--- config.mk ---
export PLATFORM = sky130hd
export DESIGN_NAME = utf8_char_normalizer_core
export DESIGN_NICKNAME = d
export VERILOG_FILES = /design/src/ucn_pkg.sv /design/src/utf8_char_normalizer_core.sv /design/src/ucn_front.sv /design/src/ucn_fifo.sv /design/src/ucn_back.sv
export VERILOG_INCLUDE_DIRS = /design/src /design/src/src
export SDC_FILE = /design/constraint.sdc
export NUM_CORES = 1
export LEC_CHECK = 0
export ABC_AREA = 1
export BUFFER_PORTS_ARGS = -buffer_cell sky130_fd_sc_hd__buf_2
export CAP_MARGIN = 20
export CORE_MARGIN = 8
export CORE_UTILIZATION = 35
export DETAILED_ROUTE_END_ITERATION = 10
export HOLD_SLACK_MARGIN = 0.1
export PLACE_DENSITY = 0.55
export SYNTH_ARGS = -nofsm -noshare
export SYNTH_HDL_FRONTEND = slang
export SYNTH_SLANG_ARGS = --single-unit
--- constraint.sdc ---
create_clock -name clk -period 8.5 [get_ports clk]
set_clock_uncertainty 0.1 [all_clocks]
set_input_delay 0.425 -clock clk [delete_from_list [all_inputs] [get_ports clk]]
set_output_delay 0.425 -clock clk [all_outputs]
set_load 0.02 [all_outputs]
--- src/utf8_char_normalizer_core_assert.svh ---
// ----------------------------------------------------------------------------
// utf8 normalizer assertion macros
// concurrent check helpers, empty when synthesizing
// ----------------------------------------------------------------------------
`ifndef UTF8_CHAR_NORMALIZER_CORE_ASSERT_SVH
`define UTF8_CHAR_NORMALIZER_CORE_ASSERT_SVH
`ifndef SYNTHESIS
`define UCN_ASSERT_IMPL(label, ante, cons) \
  label: assert property (@(posedge clk) disable iff (!rst_n) (ante) |-> (cons)) \
    else $error("ucn check failed");
`define UCN_ASSERT_NEXT(label, ante, cons) \
  label: assert property (@(posedge clk) disable iff (!rst_n) (ante) |=> (cons)) \
    else $error("ucn check failed");
`else
`define UCN_ASSERT_IMPL(label, ante, cons)
`define UCN_ASSERT_NEXT(label, ante, cons)
`endif
`endif

--- src/ucn_pkg.sv ---
// ----------------------------------------------------------------------------
// ucn_pkg
// shared types, constants and the code point normalizer function
// ----------------------------------------------------------------------------
`default_nettype none
package ucn_pkg;

  localparam logic [20:0] REPL_CP    = 21'h00FFFD;
  localparam logic [20:0] MAX_CP     = 21'h10FFFF;
  localparam logic [20:0] SURR_LO    = 21'h00D800;
  localparam logic [20:0] SURR_HI    = 21'h00DFFF;
  localparam logic [20:0] FW_LO      = 21'h00FF01;
  localparam logic [20:0] FW_HI      = 21'h00FF5E;
  localparam logic [20:0] FW_SHIFT   = 21'h00FEE0;
  localparam logic [20:0] IDEO_SPACE = 21'h003000;

  typedef struct packed {
    logic [20:0] cp;
    logic        last;
  } q_entry_t;

  typedef struct packed {
    logic       busy;
    logic [2:0] count;
  } front_stat_t;

  typedef struct packed {
    logic [3:0][7:0] b;
    logic [2:0]      len;
  } norm_t;

  function automatic norm_t utf8_encode(input logic [20:0] cp);
    norm_t r;
    r = '0;
    if (cp < 21'h80) begin
      r.b[0] = cp[7:0];
      r.len  = 3'd1;
    end else if (cp < 21'h800) begin
      r.b[0] = {3'b110, cp[10:6]};
      r.b[1] = {2'b10, cp[5:0]};
      r.len  = 3'd2;
    end else if (cp < 21'h10000) begin
      r.b[0] = {4'b1110, cp[15:12]};
      r.b[1] = {2'b10, cp[11:6]};
      r.b[2] = {2'b10, cp[5:0]};
      r.len  = 3'd3;
    end else begin
      r.b[0] = {5'b11110, cp[20:18]};
      r.b[1] = {2'b10, cp[17:12]};
      r.b[2] = {2'b10, cp[11:6]};
      r.b[3] = {2'b10, cp[5:0]};
      r.len  = 3'd4;
    end
    return r;
  endfunction

  function automatic norm_t normalize(input logic [20:0] cp);
    norm_t       r;
    logic [20:0] t;
    r = '0;
    t = cp - FW_SHIFT;
    if (cp >= FW_LO && cp <= FW_HI) begin
      r.b[0] = t[7:0];
      r.len  = 3'd1;
    end else if (cp == IDEO_SPACE) begin
      r.b[0] = 8'h20;
      r.len  = 3'd1;
    end else begin
      case (cp) inside
        [21'h2018:21'h201B]: begin r.b[0] = 8'h27; r.len = 3'd1; end
        [21'h201C:21'h201F]: begin r.b[0] = 8'h22; r.len = 3'd1; end
        21'hFB00: begin r.b[0] = "f"; r.b[1] = "f"; r.len = 3'd2; end
        21'hFB01: begin r.b[0] = "f"; r.b[1] = "i"; r.len = 3'd2; end
        21'hFB02: begin r.b[0] = "f"; r.b[1] = "l"; r.len = 3'd2; end
        21'hFB03: begin r.b[0] = "f"; r.b[1] = "f"; r.b[2] = "i"; r.len = 3'd3; end
        21'hFB04: begin r.b[0] = "f"; r.b[1] = "f"; r.b[2] = "l"; r.len = 3'd3; end
        21'hFB05, 21'hFB06: begin r.b[0] = "s"; r.b[1] = "t"; r.len = 3'd2; end
        default: r = utf8_encode(cp);
      endcase
    end
    return r;
  endfunction

endpackage
`default_nettype wire

--- src/utf8_char_normalizer_core.sv ---
// ----------------------------------------------------------------------------
// utf8_char_normalizer_core
// streaming utf-8 decode, character normalization and re-encode
// ----------------------------------------------------------------------------
// path: accepted byte -> window, decoded code point -> queue -> output stage
// input: full stays high after each accepted byte until the decoder has queued
//   each code point it can complete; a full queue stalls the decoder
// output: one byte per cycle while popped, so bytes-per-character sets the rate
// reset: synchronous active-low rst_n empties window, queue and output stage
`default_nettype none
`include "utf8_char_normalizer_core_assert.svh"
module utf8_char_normalizer_core (
  input  wire logic       clk,
  input  wire logic       rst_n,
  input  wire logic       push,
  output logic            full,
  input  wire logic [7:0] in_byte,
  input  wire logic       in_text_end,
  output logic            empty,
  input  wire logic       pop,
  output logic [7:0]      out_byte,
  output logic            out_last
);
  import ucn_pkg::*;

  // decoder to encoder queue
  logic        q_push;
  logic        q_pop;
  logic        q_full;
  logic        q_empty;
  q_entry_t    q_wdata;
  q_entry_t    q_rdata;
  front_stat_t fstat;

  // front: window of held bytes plus the new one, decoded head first
  ucn_front u_front (
    .clk         (clk),
    .rst_n       (rst_n),
    .push        (push),
    .in_byte     (in_byte),
    .in_text_end (in_text_end),
    .full        (full),
    .q_push      (q_push),
    .q_data      (q_wdata),
    .q_full      (q_full),
    .stat        (fstat)
  );

  // short queue decouples the two sides
  ucn_fifo u_fifo (
    .clk     (clk),
    .rst_n   (rst_n),
    .wr      (q_push),
    .wdata   (q_wdata),
    .q_full  (q_full),
    .rd      (q_pop),
    .rdata   (q_rdata),
    .q_empty (q_empty)
  );

  // back: map the code point and emit its bytes
  ucn_back u_back (
    .clk      (clk),
    .rst_n    (rst_n),
    .q_data   (q_rdata),
    .q_empty  (q_empty),
    .q_pop    (q_pop),
    .empty    (empty),
    .pop      (pop),
    .out_byte (out_byte),
    .out_last (out_last)
  );

  // queue is never written when full
  `UCN_ASSERT_IMPL(a_q_no_overflow, q_push, !q_full)
  // an idle decoder holds at most three bytes
  `UCN_ASSERT_IMPL(a_idle_pending, !fstat.busy, fstat.count <= 3'd3)
  // last marker only on a shown item
  `UCN_ASSERT_IMPL(a_last_shown, empty, !out_last)
  // an accepted item always makes the decoder busy (full) after the edge that takes it
  `UCN_ASSERT_NEXT(a_busy_after_accept, push && !full, full)

endmodule
`default_nettype wire

--- src/ucn_front.sv ---
// ----------------------------------------------------------------------------
// ucn_front
// window and utf-8 decoder, one code point per cycle while the queue has room
// ----------------------------------------------------------------------------
`default_nettype none
module ucn_front (
  input  wire logic               clk,
  input  wire logic               rst_n,
  input  wire logic               push,
  input  wire logic [7:0]         in_byte,
  input  wire logic               in_text_end,
  output logic                    full,
  output logic                    q_push,
  output ucn_pkg::q_entry_t       q_data,
  input  wire logic               q_full,
  output ucn_pkg::front_stat_t    stat
);
  import ucn_pkg::*;

  logic [3:0][7:0] w_r, w_nxt;
  logic [2:0]      n_r, n_nxt;
  logic            end_r, end_nxt;
  logic            busy_r, busy_nxt;

  logic [7:0]  lead;
  logic [2:0]  len;
  logic [2:0]  cons;
  logic [20:0] cp;
  logic [20:0] asm;
  logic [20:0] min_cp;
  logic        ok;
  logic        brk;

  // decode at the window head
  always_comb begin
    lead = w_r[0];
    if (!lead[7])                 len = 3'd1;
    else if (lead[7:5] == 3'b110)   len = 3'd2;
    else if (lead[7:4] == 4'b1110)  len = 3'd3;
    else if (lead[7:3] == 5'b11110) len = 3'd4;
    else                            len = 3'd0;
    ok = 1'b1;
    for (int i = 1; i < 4; i++) begin
      if (3'(i) < len && 3'(i) < n_r && w_r[i][7:6] != 2'b10) ok = 1'b0;
    end
    case (len)
      3'd2:    begin asm = {10'd0, lead[4:0], w_r[1][5:0]};                  min_cp = 21'h80;    end
      3'd3:    begin asm = {5'd0, lead[3:0], w_r[1][5:0], w_r[2][5:0]};     min_cp = 21'h800;   end
      default: begin asm = {lead[2:0], w_r[1][5:0], w_r[2][5:0], w_r[3][5:0]}; min_cp = 21'h10000; end
    endcase
    brk  = 1'b0;
    cons = 3'd1;
    cp   = REPL_CP;
    if (len == 3'd1) begin
      cp = {13'd0, lead};
    end else if (len != 3'd0 && ok) begin
      if (n_r < len) begin
        brk = !end_r;
      end else if (asm >= min_cp && asm <= MAX_CP && !(asm >= SURR_LO && asm <= SURR_HI)) begin
        cp   = asm;
        cons = len;
      end
    end
  end

  always_comb begin
    w_nxt    = w_r;
    n_nxt    = n_r;
    end_nxt  = end_r;
    busy_nxt = busy_r;
    q_push   = 1'b0;
    if (!busy_r) begin
      if (push) begin
        w_nxt[n_r[1:0]] = in_byte;
        n_nxt    = n_r + 3'd1;
        end_nxt  = in_text_end;
        busy_nxt = 1'b1;
      end
    end else if (brk) begin
      busy_nxt = 1'b0;
    end else if (!q_full) begin
      q_push = 1'b1;
      for (int i = 0; i < 4; i++) begin
        if (i + int'(cons) < 4) w_nxt[i] = w_r[2'(i + int'(cons))];
      end
      n_nxt = n_r - cons;
      if (n_nxt == 3'd0) busy_nxt = 1'b0;
    end
  end

  assign q_data.cp   = cp;
  assign q_data.last = end_r && (n_r == cons);
  assign full        = busy_r;
  assign stat.busy   = busy_r;
  assign stat.count  = n_r;

  always_ff @(posedge clk) begin
    w_r <= w_nxt;
    end_r <= end_nxt;
    if (!rst_n) begin
      n_r    <= 3'd0;
      busy_r <= 1'b0;
    end else begin
      n_r    <= n_nxt;
      busy_r <= busy_nxt;
    end
  end

endmodule
`default_nettype wire

--- src/ucn_fifo.sv ---
// ----------------------------------------------------------------------------
// ucn_fifo
// two-entry code point queue between decoder and encoder
// ----------------------------------------------------------------------------
`default_nettype none
module ucn_fifo (
  input  wire logic               clk,
  input  wire logic               rst_n,
  input  wire logic               wr,
  input  wire ucn_pkg::q_entry_t  wdata,
  output logic                    q_full,
  input  wire logic               rd,
  output ucn_pkg::q_entry_t       rdata,
  output logic                    q_empty
);
  import ucn_pkg::*;

  q_entry_t   mem_r [2];
  logic       wp_r, rp_r;
  logic [1:0] cnt_r;

  assign q_full  = (cnt_r == 2'd2);
  assign q_empty = (cnt_r == 2'd0);
  assign rdata   = mem_r[rp_r];

  always_ff @(posedge clk) begin
    if (wr) mem_r[wp_r] <= wdata;
    if (!rst_n) begin
      wp_r  <= 1'b0;
      rp_r  <= 1'b0;
      cnt_r <= 2'd0;
    end else begin
      if (wr) wp_r <= !wp_r;
      if (rd) rp_r <= !rp_r;
      cnt_r <= cnt_r + {1'b0, wr} - {1'b0, rd};
    end
  end

endmodule
`default_nettype wire

--- src/ucn_back.sv ---
// ----------------------------------------------------------------------------
// ucn_back
// normalizes a code point; its utf-8 bytes leave one per cycle while popped
// ----------------------------------------------------------------------------
`default_nettype none
module ucn_back (
  input  wire logic               clk,
  input  wire logic               rst_n,
  input  wire ucn_pkg::q_entry_t  q_data,
  input  wire logic               q_empty,
  output logic                    q_pop,
  output logic                    empty,
  input  wire logic               pop,
  output logic [7:0]              out_byte,
  output logic                    out_last
);
  import ucn_pkg::*;

  logic [3:0][7:0] seq_r;
  logic [2:0]      cnt_r;
  logic            last_r;
  logic            take;
  norm_t           nm;

  assign empty    = (cnt_r == 3'd0);
  assign take     = pop && !empty;
  assign q_pop    = !q_empty && (empty || (cnt_r == 3'd1 && take));
  assign nm       = normalize(q_data.cp);
  assign out_byte = seq_r[0];
  assign out_last = last_r && (cnt_r == 3'd1);

  always_ff @(posedge clk) begin
    if (q_pop) begin
      seq_r  <= nm.b;
      last_r <= q_data.last;
    end else if (take) begin
      seq_r <= {8'h00, seq_r[3:1]};
    end
    if (!rst_n) begin
      cnt_r <= 3'd0;
    end else if (q_pop) begin
      cnt_r <= nm.len;
    end else if (take) begin
      cnt_r <= cnt_r - 3'd1;
    end
  end

endmodule
`default_nettype wire

==> out/metrics.yaml <==
outcome:
  status: "completed"
setup_path:
  critPathTopFamily: "buffers and inverters"
  path_cells: "buf_4 -> nand2_2 -> inv_2 -> nand2_4 -> inv_2 -> o22ai_2 -> ha_1 -> nand3_1 -> inv_1 -> a21oi_1 -> nand2_1 -> nand2_1 -> nand2_2 -> nand2_2 -> inv_2 -> nand2_2 -> buf_4 -> inv_2 -> ha_1 -> inv_1 -> o211ai_1 -> nand3_1 -> nand2_1"
  critPathBufInv: 8
  start_kind: "flip-flop"
  crit_type: "reg2reg"
  cp_slowest_cell: "ha_1"
  crit_fanout: 70
  slowest_delay_ps: 550
  worstPathRequired_ps: 8560
  arrival_ps: 5140
  cp-end-kind: "flip-flop"
placed_design:
  dpl-instance-area_um2: 8640
  gp_congestion: 0.9555
  dp_cells: 1378
  numPortBuffers: 23
  post-dp-hpwl_um: 17170
synth:
  synth_edf_count: 109
  netlist-cell-type-count: 50
  async_flop_share: 0
  syn_area_um2: 8337
  yosysSeqAreaShare: 0.4214
  syn_avg_cell_area_um2: 7.770
  synth_warnings: 0
  yosys_register_bits: 121
  synthCells: 1073
  syn_nets: 1108
  ys.flop_type: "edfxtp_1"
clocking:
  cts.repair.resized: 0
  tritoncts: "yes"
  clk_pin_slew_ps: 60
  cts_root_buf: "clkbuf_16"
  cts-htree-levels: 4
  cts_made_buffers: 17
  cts.sinks: 121
  clk_latency_ps: 420
  clockBufferDepth: 2
floorplan:
  start_util: 0.3562
  die_h_um: 170.3
  dieArea_um2: 29010
  io_pins: 24
  core-area_um2: 23400
  rows: 56
  die_w_um: 170.3
final_layout:
  final_common_cell: "nand2_1"
  fill_cells: 2449
  final_util: 0.3946
  finalNonFillerCells: 1411
  regArea_um2: 3513
  area_growth_pct: 10.78
  final_cell_mix: "274 x nand2_1, 142 x inv_1, 109 x edfxtp_1, 77 x nor2_1, 66 x nand3_1"
  n_antenna_cell: 0
  fin_nets: 1114
  final_area_um2: 9235
  drive_gt1_frac: 0.1190
  multi_input_area_um2: 3936
global_route:
  grt-ovfl-total: 0
  grt_max_degree: 71
  grt_pass1_vias: 7065
  grt_pass1_wl_um: 37350
  antenna_found_initial: 0
  track_usage: 0.1629
routing:
  route.detailed.drc: 0
  initialDrtViolationCount: 594
  wl_per_cell_um: 16.50
  num_vias: 7376
  finalWirelength_um: 23290
  vias_per_cell: 5.227
  ant_nets: 0
  drtPass1Iterations: 5
timing:
  setup_violations: 0
  post-route-period-util: 0.5971
  final-hold-violation-count: 0
  tns_ps: 0
  rsz0062_at_grt: "no"
  worst_pin_slew_ps: 815.8
  finalCriticalPeriod_ps: 5076
  fmax_mhz: 197.0
  slew_headroom: 0.4532
  drv_slew: 0
min_path:
  hp-class: "in2reg"
power_and_ir_drop:
  p_per_area_nw_per_um2: 366.2
  vdd_drop_max_mv: 0.1427
  leakagePower_nw: 3.878
job:
  cap_violations: 0
## state kept, by name, indices dropped and copies added, names as in the netlist, named ones only
| name | flops |
|---|---|
| u_back.cnt_r | 3 |
| u_fifo.mem_r | 44 |
| u_front.n_r | 3 |
| u_back.seq_r | 23 |
| u_front.lead | 8 |
| u_back.out_byte | 8 |
| u_front.full | 1 |
| u_front.end_r | 1 |
| u_fifo.wp_r | 1 |
| u_fifo.cnt_r | 2 |
| u_fifo.rp_r | 1 |
| u_back.last_r | 1 |
| u_front.w_r | 24 |
## synth_stat cells, types with 18 or more instances
master | count | area, um2
inv_1 | 142 | 533.0
o21ai_0 | 52 | 260.3
nor3_1 | 21 | 105.1
nand2_2 | 18 | 112.6
ha_1 | 21 | 262.8
edfxtp_1 | 109 | 3273
nand2_1 | 274 | 1028
nor2_1 | 79 | 296.5
nand4_1 | 18 | 112.6
nand3_1 | 66 | 330.3
a21oi_1 | 28 | 140.1
o21ai_1 | 31 | 155.2
inv_2 | 18 | 67.56
o211ai_1 | 43 | 322.8
## kinds of logic after synthesis
group	synth area share
compound gates	0.1664
buf+inv	0.1076
xor+xnor	0.002102
fa+ha+maj	0.03392
simple gates	0.2671
flops	0.4214
mux	0.001351
## per-layer routing
metal / up-vias / track usage / wire length [um]
met5: - / 0 / 0
met4: 0 / 0.06560 / 506
met3: 42 / 0.03290 / 1312
met2: 269 / 0.2683 / 11090
met1: 3402 / 0.2060 / 10380
li1: 3663 / - / -
## worst register-to-register path, cell delays in order, from the launching register on
cell	delay [ps]
edfxtp_1	310
buf_4	250
nand2_2	140
inv_2	140
nand2_4	150
inv_2	230
o22ai_2	120
ha_1	310
nand3_1	100
inv_1	40
a21oi_1	120
nand2_1	60
nand2_1	70
nand2_2	70
nand2_2	360
inv_2	80
nand2_2	60
buf_4	520
inv_2	170
ha_1	550
inv_1	510
o211ai_1	170
nand3_1	110
nand2_1	70
## stage by stage
step                      setup slack [ps]  power (mW)  hold WS [ps]
after CTS                             3526       3.388         211.1
after global routing                  3033       3.629         208.9
after floorplan                       4929       2.254         325.5
after detailed placement              3544       2.655         344.0
after global placement                3596       2.658         336.7
final                                 3424       3.382         227.3
## what timing repair did
item,4_1_cts,5_1_grt
setup buffers,0,0
hold buffers,1,0
hold endpoints to repair,1,0
## layout make-up
class	count	area share
clock inverters	13	0.01653
flip-flops and latches	121	0.3804
repair buffers	34	0.02168
inverters	160	0.06503
well taps	319	0.04322
clock buffers	19	0.04688
multi-input cells	745	0.4262
## power by group
part	internal, mW	leakage [nW]	switching, mW
combinational	0.450	2.47	1.18
clock	0.458	0.278	0.262
sequential	0.943	1.13	0.0878
## worst paths after layout
kind                     end  slack [ps]  cells after the start             from
max          u_front.w_r[11]        3420                     23  u_front.lead[7]
min          u_fifo.cnt_r[0]         230                      3            rst_n
max reg2reg  u_front.w_r[11]        3420                     23  u_front.lead[7]
min reg2reg      u_fifo.rp_r         350                      1      u_fifo.rp_r
Power figures use the tool's default switching activity.
